$ cat src/rtl/core/rtpau_pkg.sv
// Shared types and constants of the RTP AAC access-unit depacketiser.
`default_nettype none
package rtpau_pkg;

   localparam int BUF_BYTES_DEF   = 8192;
   localparam int MAX_FRAG_DEF    = 8191;
   localparam int MAX_AUS_DEF     = 64;

   localparam logic [5:0] SIZE_BITS_RST  = 6'd13;
   localparam logic [5:0] INDEX_BITS_RST = 6'd3;
   localparam logic [5:0] FIELD_MAX      = 6'd32;

   localparam int REQ_TDATA_W = 48;
   localparam int RSP_TDATA_W = 24;

   typedef enum logic {
      CSR_SIZE_BITS  = 1'b0,
      CSR_INDEX_BITS = 1'b1
   } csr_addr_type;

   typedef enum logic {
      KIND_BYTE = 1'b0,
      KIND_PULL = 1'b1
   } kind_type;

   typedef enum logic [3:0] {
      ST_READY         = 4'd0,
      ST_MORE_FRAG     = 4'd1,
      ST_SHORT         = 4'd2,
      ST_HDR_LONG      = 4'd3,
      ST_BAD_HDR       = 4'd4,
      ST_TOO_MANY      = 4'd5,
      ST_AU_BIG        = 4'd6,
      ST_FRAG_MISMATCH = 4'd7,
      ST_FRAG_MISSED   = 4'd8,
      ST_AU_OVER       = 4'd9,
      ST_NOTHING       = 4'd10
   } status_type;

   typedef enum logic [2:0] {
      PH_IDLE   = 3'd0,
      PH_LEN_LO = 3'd1,
      PH_HDR    = 3'd2,
      PH_DATA   = 3'd3,
      PH_SKIP   = 3'd4
   } phase_type;

   typedef enum logic [1:0] {
      ENG_RUN   = 2'd0,
      ENG_PSIZE = 2'd1,
      ENG_PBYTE = 2'd2,
      ENG_PLOOK = 2'd3
   } eng_type;

   typedef struct packed {
      kind_type    kind;
      logic [7:0]  byte_val;
      logic        first;
      logic        last;
      logic        marker;
      logic [31:0] ts;
   } item_type;

   typedef struct packed {
      logic        is_status;
      status_type  status;
      logic [7:0]  data;
      logic        au_last;
      logic        frame_last;
      logic [6:0]  au_count;
   } result_type;

endpackage
`default_nettype wire

$ cat src/rtl/core/rtpau_front.sv
// Request front end: classifies requests and queues them for the engine.
`default_nettype none
module rtpau_front (
   input  wire                                 clock,
   input  wire                                 reset,
   input  wire                                 req_tvalid,
   output logic                                req_tready,
   input  wire  [rtpau_pkg::REQ_TDATA_W-1:0]   req_tdata,
   input  wire                                 req_tuser,
   input  wire                                 req_tlast,
   output logic                                head_valid,
   output rtpau_pkg::item_type                 head,
   input  wire                                 pop
);

   rtpau_pkg::item_type q_ff [2];
   rtpau_pkg::item_type item_in;
   logic                wr_ptr_ff, wr_ptr_in;
   logic                rd_ptr_ff, rd_ptr_in;
   logic [1:0]          count_ff, count_in;
   logic                push;

   assign req_tready = (count_ff != 2'd2);
   assign push       = req_tvalid && req_tready;
   assign head_valid = (count_ff != 2'd0);
   assign head       = q_ff[rd_ptr_ff];

   always_comb begin
      item_in.kind     = req_tuser ? rtpau_pkg::KIND_PULL : rtpau_pkg::KIND_BYTE;
      item_in.byte_val = req_tdata[7:0];
      item_in.first    = req_tdata[8];
      item_in.last     = req_tlast;
      item_in.marker   = req_tdata[9];
      item_in.ts       = req_tdata[41:10];
   end

   always_comb begin
      wr_ptr_in = push ? ~wr_ptr_ff : wr_ptr_ff;
      rd_ptr_in = pop ? ~rd_ptr_ff : rd_ptr_ff;
      count_in  = count_ff + 2'(push) - 2'(pop);
   end

   always_ff @(posedge clock) begin
      if (reset) begin
         wr_ptr_ff <= 1'b0;
         rd_ptr_ff <= 1'b0;
         count_ff  <= 2'd0;
      end else begin
         wr_ptr_ff <= wr_ptr_in;
         rd_ptr_ff <= rd_ptr_in;
         count_ff  <= count_in;
      end
   end

   always_ff @(posedge clock) begin
      if (push) begin
         q_ff[wr_ptr_ff] <= item_in;
      end
   end

endmodule
`default_nettype wire

$ cat config.mk
export PLATFORM = sky130hd
export DESIGN_NAME = rtpau_front
export DESIGN_NICKNAME = d
export VERILOG_FILES = /design/src/rtl/core/rtpau_pkg.sv /design/src/rtl/core/rtpau_front.sv
export SDC_FILE = /design/constraint.sdc
export NUM_CORES = 1
export LEC_CHECK = 0
export BUFFER_PORTS_ARGS = -buffer_cell sky130_fd_sc_hd__buf_2
export CORE_AREA = 2 2 85 87
export DETAILED_ROUTE_END_ITERATION = 6
export DIE_AREA = 0 0 87 89
export MAX_ROUTING_LAYER = met4
export PLACE_DENSITY = 0.78
export SYNTH_ARGS = -nofsm -noshare
export SYNTH_HDL_FRONTEND = slang
export SYNTH_SLANG_ARGS = --single-unit
$ cat constraint.sdc
create_clock -name clock -period 2.3 [get_ports clock]
set_input_delay 0.115 -clock clock [delete_from_list [all_inputs] [get_ports clock]]
set_output_delay 0.115 -clock clock [all_outputs]
set_load 0.05 [all_outputs]
# After elaboration in Yosys (flattened, before gate mapping)
# Memory sizes are Yosys's and may differ from the RTL's. A register that Yosys moved wholly into a read port is not among the register bits.
# Cells that the tools add are included.
word_totals:
  regBits: 4
  ramBits: 88
  elab_cells: 16
  memories: 1
mem_list:
  columns: ["memory", "words", "width", "rd", "rd_ports_with_merged_regs", "wr", "line_no", "rtl"]
  rows:
  - ["q_ff", 2, 44, 1, 1, 1, "rtpau_front.sv:16", "rtpau_pkg::item_type q_ff [2];"]
op_classes:
  addsub: 2
  eq_ne: 1
  muxes: 5
  bitwise: 2
  reduce_logical: 2
op_table:
  columns: ["cell", "n"]
  rows:
  - ["2-to-1 mux 1 bit", 5]
  - ["adder 2 x 1 -> 2 bit", 1]
  - ["!= test 2 bit (second input constant)", 1]
  - ["inverter 1 bit", 2]
  - ["nonzero test 2 bit", 1]
  - ["subtractor 2 x 1 -> 2 bit", 1]
  - ["logical AND 1 bit", 1]

# Depth between registers and ports, before layout
# Gate-level depths: netlist (run 1).
depth:
  word_depth: 4
  ltp_mapped: 7

# Least setup slack after synthesis (run 1)
# Ideal clock, no wire load.
synth_timing:
  path_type: "reg2reg"
  start: "register count_ff[0]"
  end: "memory q_ff[1][0] in the netlist's numbering (enable)"
  setup_ns: 0.406
  arrival_time_ns: 2.046
  slack_ns: -0.152
  stages_incl_launch_ff: 3
  path_buffers: 0
  period_less_slack_ns: 2.452
  path_cell_list: "dfxtp_1 > nand2b_1 > and3_1"
synth_between:
  elab_chain_cells: 4
synth_lines:
  columns: ["element", "line_no", "rtl"]
  rows:
  - ["from (decl)", "rtpau_front.sv:20", "logic [1:0] count_ff, count_in;"]
  - ["from (signal assigned)", "rtpau_front.sv:51", "count_ff <= count_in;"]
  - ["!= test 2 bit", "rtpau_front.sv:23", "assign req_tready = (count_ff != 2'd2);"]
  - ["net req_tready", "rtpau_front.sv:7", "output logic req_tready,"]
  - ["logical AND 1 bit", "rtpau_front.sv:24", "assign push = req_tvalid && req_tready;"]
  - ["2-to-1 mux 1 bit", "rtpau_front.sv:56", "if (push) begin"]
  - ["2-to-1 mux 1 bit (implied by the code)", "rtpau_front.sv:57", "q_ff[wr_ptr_ff] <= item_in;"]
  - ["to (decl)", "rtpau_front.sv:16", null]
# The timed path passes the listed nets, and every way through them passes these cells.

# Final worst setup path (run 1)
layout_timing:
  start: "register count_ff[0]"
  end: "register count_ff[1]"
layout_between:
  elab_chain_cells: 4
layout_lines:
  columns: ["element", "line_no", "rtl"]
  rows:
  - ["!= test 2 bit", "rtpau_front.sv:23", null]
  - ["logical AND 1 bit", "rtpau_front.sv:24", null]
  - ["adder 2 x 1 -> 2 bit *", "rtpau_front.sv:40", "count_in = count_ff + 2'(push) - 2'(pop);"]
  - ["subtractor 2 x 1 -> 2 bit *", "rtpau_front.sv:40", null]
# Mark *: on every way between the ends. The rest lies on a longest branch, timed or not.
# A chain may end at the register's enable or synchronous reset.

==> reports/summary.log, run 1 <==
qor: worst_setup_path.rrSetupSlack 0.56 ns
qor: route.drt_pre_antenna_iters 4
qor: timing.clock-skew-final 0.00846 ns
qor: power.p_sw 0.00126 W
qor: worst_hold_path.worst_hold_path_type input pin to register
qor: synthesis.netlist_top_cells_area edfxtp_1 77%, mux2_2 9.9%, mux2_1 4.6%
qor: cts.largest_buffer_count_on_any_clock_path 2
qor: route.detail-route-antenna-nets 0
qor: synthesis.synth-simple-area-share 2.31%
qor: global_routing.grt_antenna_before_repair 0
qor: timing.maxSlewHeadroom 73.1%
qor: synthesis.yosys.area_share.xor_xnor 0.512%
qor: cts.cts_buffers 9
qor: place.port_buffer_count 93
qor: worst_setup_path.worstSetupEndpointType register
qor: synthesis.synth_largest_type_area_fraction 77.3%
qor: worst_setup_path.critical_path.startpoint_type register
qor: global_routing.grt_max_degree 27
qor: worst_setup_path.arrival_worst_endpoint 2.04 ns
qor: timing.timing.final.setup_violations 0
qor: cts.cts.htree.levels 3
qor: place.dp_hpwl 3.88 mm
qor: layout.diodes 0
qor: floorplanning.die_width 87 um
qor: power.p_int 0.00282 W
qor: synthesis.synth_top_family_by_area multiplexers
qor: cts.clock_latency 0.36 ns
qor: synthesis.gate_count_of_the_mapped_netlist 166
qor: power.combPwrFrac 22.8%
qor: floorplanning.number_of_primary_i_o_pins 100
qor: place.place_worst_setup_slack 0.586 ns
qor: worst_setup_path.crit_fanout 5
qor: route.dr_wl_cell 16.5 um
qor: route.drc 0
qor: worst_setup_path.timing.rr.end count_ff[1]
qor: timing.fin_crit_period 1.74 ns
qor: route.initialDrtViolationCount 111
qor: power.netSwitchingFraction 30.9%
qor: layout.area_growth 36.5%
qor: timing.finalWorstSetupSlack 0.561 ns
qor: floorplanning.placement_rows 30
qor: layout.final_layout_size_suffix_gt1_share 46.4%
qor: global_routing.grt_pass1_wl 9.84 mm
qor: power.leakagePower 1.79 nW
qor: timing.fin_crit_share 75.6%
qor: floorplanning.die_height 89 um
qor: synthesis.synth_compound_gate_area_share 0.915%
qor: power.max_ir_drop_vdd 551 uV
qor: worst_setup_path.crit_start count_ff[0]
qor: route.num_vias 2025
qor: worst_setup_path.critical_path_class register to register
qor: cts.post_cts.resized_instances 0
qor: timing.setup_tns 0 ns
qor: worst_setup_path.cp_data_required_time 2.60 ns
qor: floorplanning.starting_density_of_the_core 50.9%
qor: timing.hold_violations 0
qor: floorplanning.core_area 6720 um2
qor: layout.nNetsFinal 371
qor: timing.report.final.slew_viol_count 0
qor: place.finalWeightedCongestion 0.729
qor: flow_run.drv_cap 0
qor: timing.rsz0062_at_grt false
qor: synthesis.synth_fp_nets 221
qor: synthesis.synth.yosys.seq_area_share 80.2%
qor: worst_setup_path.r2r_cells 6
qor: power.pwr-share-seq 50.5%
qor: global_routing.gr-usage-all-layers 17.9%
qor: synthesis.synthMuxAreaShare 14.5%
qor: synthesis.synth_cell_type_count 22
qor: worst_setup_path.setup.worst_path.end count_ff[1]
qor: cts.clkSinkCount 93
qor: power.power-per-cell-area 873 nW/um2
qor: power.power.total 0.00407 W
qor: floorplanning.design.die.area 7740 um2
qor: cts.cts_tree built
qor: route.wirelength 6.61 mm
qor: cts.clock-root-buffer clkbuf_8
qor: synthesis.syn-cell-area 3420 um2
qor: layout.layout.cells.most_common_list 93 x buf_2, 88 x edfxtp_1, 45 x dlygate4sd3_1, 30 x mux2_2, 14 x mux2_1
qor: worst_setup_path.r2r-start count_ff[0]
qor: timing.maxClockFrequency 0.575 GHz
qor: synthesis.synthAdderAreaFrac 0.366%
qor: power.p_clk_share 26.8%
qor: synthesis.postSynthRegisterBits 93
qor: route.routed_via_density 5.05
qor: synthesis.synth_top_cell_by_area edfxtp_1
qor: synthesis.average_footprint_of_a_synthesized_cell 20.6 um2
qor: global_routing.grt_pass1_vias 2130
qor: synthesis.synth.yosys.warnings 0
qor: timing.worst_pin_slew 0.393 ns
qor: run_status.run_status finished clean
qor: global_routing.globalRoute.totalOverflow 0
qor: cts.clkSlewWorstSetupHoldPaths 0.09 ns
qor: layout.mostFrequentLayoutCell buf_2
synth_stat cells, drive strengths merged:
master,count
a21boi,1
or2,1
nand4b,1
and3,1
mux2,44
a2111oi,1
dfxtp,5
buf,5
nand2b,1
xnor2,2
inv,4
nand2,1
or4b,1
a21oi,1
nor2b,1
ha,1
nand3b,1
a21bo,1
nand4,2
nor2,3
edfxtp,88
metrics by stage:
step | hold slack (ns) | instances | area (um2) | util (%)
floorplan | 0.184 | 166 | 3420 | -
global placement | 0.302 | 340 | 4020 | 59.8
detailed placement | 0.306 | 340 | 4020 | 59.8
CTS | 0.0868 | 401 | 4670 | 69.5
global route | 0.109 | 401 | 4670 | 69.5
finish | 0.106 | 401 | 4670 | 69.5
worst min-delay path by stage:
stage	depth (start not counted)	startpoint	endpoint	slack (ns)
finish	3	pop	rd_ptr_ff	0.11
floorplan	1	reset	wr_ptr_ff	0.18
global placement	1	req_tdata[22]	q_ff[1][12]	0.30
global route	3	pop	count_ff[1]	0.11
CTS	3	pop	count_ff[1]	0.09
detailed placement	1	req_tdata[20]	q_ff[1][10]	0.31
power by group through the flow:
stage	combinational, W	sequential [W]	clock (W)
4_1_cts	0.000932	0.00206	0.00111
6_report	0.000927	0.00206	0.00109
2_1_floorplan	0.000649	0.00209	0
3_3_place_gp	0.000859	0.00208	0
5_1_grt	0.000974	0.00207	0.00117
3_5_place_dp	0.000870	0.00209	0
critical path, stage by stage, from the launching register on:
cell and delay (ns):
dfxtp_1 0.37, nand2b_1 0.21, nand2_1 0.09, xnor2_1 0.13
ha_1 0.22, or4b_1 0.55, nand4b_1 0.12
registers in the layout, indices dropped and copies added (netlist names), named ones only:
signal and flops:
q_ff 88, count_ff 2, rd_ptr_ff 1, wr_ptr_ff 1
routing by layer:
metal  up-vias  wire length [um]  track usage, %
li1        950                 -               -
met1       993              2500            19.1
met2        65              3610            31.0
met3        17               269            3.69
met4         0               224            10.4
met5         -                 0               -
final cells by class:
| type | instances | area [um2] |
|---|---|---|
| sequential | 93 | 2740 |
| fill | 460 | 2050 |
| timing repair buffer | 144 | 973 |
| multi-input combinational | 64 | 637 |
| clock buffer | 9 | 124 |
| tap | 80 | 100 |
| clock inverter | 7 | 73.8 |
| inverter | 4 | 15.0 |
kinds of logic (layout without fill, tap and decap cells):
family          after synthesis  count (layout)
simple gates                 13              13
buf+inv                       9             164
fa+ha+maj                     1               1
mux                          44              44
xor+xnor                      2               2
flops                        93              93
compound gates                4               4
what timing repair did:
item | CTS | global route
buffers inserted | 0 | 0
setup endpoints to repair | 0 | 0
hold buffers | 45 | 0
hold endpoints to repair | 91 | 0
Note: power is estimated with default switching activity, not from simulation.
==> inputs of run 2 (changes only) <==
clock period = 1.7 ns   (was 2.3 ns; I/O delays follow)
==> reports/summary.log, run 2 (synthesis results as in run 1) <==
qor: worst_setup_path.arrival_worst_endpoint 1.94 ns
qor: worst_setup_path.cp_data_required_time 1.98 ns
qor: worst_setup_path.crit_path_max_incr_delay 0.54 ns
qor: floorplanning.die_width 87 um
qor: global_routing.globalRoute.totalOverflow 0
qor: worst_setup_path.r2r_cells 6
qor: timing.report.final.slew_viol_count 0
qor: worst_setup_path.timing.rr.end count_ff[1]
qor: layout.sequential_cell_area 2750 um2
qor: layout.diodes 0
qor: worst_setup_path.r2r-start count_ff[0]
qor: worst_setup_path.critical_path_class register to register
qor: layout.area_growth 37.9%
qor: global_routing.grt_max_degree 45
qor: layout.biggestRegsByFlops q_ff x88, count_ff x2
qor: route.num_vias 2029
qor: route.detail-route-antenna-nets 0
qor: layout.multiInputGateArea 644 um2
qor: timing.timing.final.setup_violations 0
qor: worst_setup_path.rrSetupSlack 0.04 ns
qor: layout.final_layout_size_suffix_gt1_share 46.9%
qor: timing.maxSlewHeadroom 74.7%
qor: timing.worst_pin_slew 0.370 ns
qor: worst_setup_path.critical_path.n_buffers_inverters 0
qor: cts.clkSlewWorstSetupHoldPaths 0.08 ns
qor: place.port_buffer_count 93
qor: timing.fin_crit_period 1.66 ns
qor: route.wirelength 6.74 mm
qor: layout.fillerInstances 442
qor: floorplanning.design.die.area 7740 um2
qor: power.power.total 0.00546 W
qor: worst_setup_path.timing.critical_path.cells nand2b_4, nand2_1, xnor2_1, ha_1, or4b_1, nand4b_1
qor: worst_setup_path.worstSetupEndpointType register
qor: layout.largest-register q_ff
qor: worst_setup_path.worst_path_dominant_cell_family simple AND/OR/NAND/NOR gates
qor: timing.rsz0062_at_grt false
qor: floorplanning.core_area 6720 um2
qor: worst_setup_path.crit_start count_ff[0]
qor: global_routing.gr-usage-all-layers 18.0%
qor: power.power-per-cell-area 1160 nW/um2
qor: floorplanning.die_height 89 um
qor: place.finalWeightedCongestion 0.770
qor: cts.clkSinkCount 93
qor: power.leakagePower 1.80 nW
qor: route.drc 0
qor: place.place_worst_setup_slack 0.0589 ns
qor: floorplanning.starting_density_of_the_core 50.9%
qor: route.initialDrtViolationCount 97
qor: worst_setup_path.timing.critical_path.slowest_stage_cell or4b_1
qor: global_routing.grt_antenna_before_repair 0
qor: worst_hold_path.worst_hold_path.num_cells 3
qor: run_status.run_status finished clean
qor: timing.finalWorstSetupSlack 0.0405 ns
qor: timing.maxClockFrequency 0.603 GHz
qor: cts.clock_latency 0.35 ns
qor: route.drt_pre_antenna_iters 4
qor: timing.fin_crit_share 97.6%
qor: timing.holdWs 0.120 ns
qor: worst_setup_path.critical_path.startpoint_type register
qor: route.dr_wl_cell 16.8 um
qor: global_routing.grt_pass1_vias 2171
qor: flow_run.drv_cap 0
qor: floorplanning.number_of_primary_i_o_pins 100
qor: power.max_ir_drop_vdd 698 uV
qor: timing.clock-skew-final 0.00699 ns
qor: cts.cts.htree.levels 3
qor: worst_hold_path.hold-path-endpoint rd_ptr_ff
qor: timing.hold_violations 0
qor: cts.cts_tree built
qor: floorplanning.placement_rows 30
qor: worst_hold_path.worst_hold_path_type input pin to register
qor: layout.nNetsFinal 372
qor: layout.mostFrequentLayoutCell buf_2
qor: cts.largest_buffer_count_on_any_clock_path 2
qor: worst_hold_path.timing.hold.worst.start pop
qor: global_routing.grt_pass1_wl 9.96 mm
qor: layout.largest_reg_flops 88
qor: route.routed_via_density 5.05
qor: worst_setup_path.crit_fanout 5
qor: cts.clock-root-buffer clkbuf_8
qor: cts.cts_buffers 9
qor: layout.layout.cells.most_common_list 93 x buf_2, 88 x edfxtp_1, 45 x dlygate4sd3_1, 30 x mux2_2, 14 x mux2_1
[run 2: changes by cell type in the layout (fill, tap and decap cells not counted), moves of 2 or more]
cell,previous run,this run
clkinv_2,2,4
buf_12,1,3
inv_6,2,0
dfxtp_2,1,3
dfxtp_1,4,2
buf_4,5,3
[run 2: how the worst max path moves through the flow]
| stage | end | cells after the start |
|---|---|---|
| floorplan | q_ff[0][0] | 3 |
| global placement | count_ff[1] | 6 |
| detailed placement | count_ff[1] | 6 |
| CTS | count_ff[1] | 6 |
| global route | count_ff[1] | 6 |
| finish | count_ff[1] | 6 |
[run 2: repair_timing]
| action | CTS | global route |
|---|---|---|
| setup endpoints to repair | 0 | 11 |
| buffers inserted | 0 | 1 |
| hold buffers | 45 | 0 |
| resized for setup | 0 | 0 |
| endpoints found under the hold margin | 92 | 0 |
[run 2: final cells by class]
| type | count | area share (%) |
|---|---|---|
| Inverter | 4 | 0.398 |
| Clock buffer | 10 | 2.71 |
| Clock inverter | 6 | 1.14 |
| Sequential cell | 93 | 58.3 |
| Tap cell | 80 | 2.12 |
| Timing Repair Buffer | 145 | 21.7 |
| Multi-Input combinational cell | 64 | 13.7 |
[run 2: worst reg2reg max path: stages, from the launching register on]
cell and delay [ns]:
dfxtp_2 0.34, nand2b_4 0.14, nand2_1 0.07, xnor2_1 0.14
ha_1 0.22, or4b_1 0.54, nand4b_1 0.13
[run 2: power by group]
part | internal (W) | switching [W] | leakage [nW]
Clock | 0.000665 | 0.000706 | 0.0972
Combinational | 0.000423 | 0.000878 | 0.842
Sequential | 0.00273 | 0.0000550 | 0.864
[run 2: metrics by stage]
stage / std cells / area, um2 / util [%] / setup TNS [ns]
floorplan: 166 / 3430 / - / -1.87
global placement: 339 / 4050 / 60.3 / 0
detailed placement: 339 / 4050 / 60.3 / 0
CTS: 400 / 4680 / 69.7 / 0
global route: 402 / 4710 / 70.2 / 0
finish: 402 / 4710 / 70.2 / 0
[run 2: metal layers]
layer	global-route usage (%)	routed length (um)	vias to the layer above
met1	20.8	2790	994
li1	-	-	954
met2	30.2	3510	73
met5	-	0	-
met4	5.54	72	0
met3	5.72	369	8
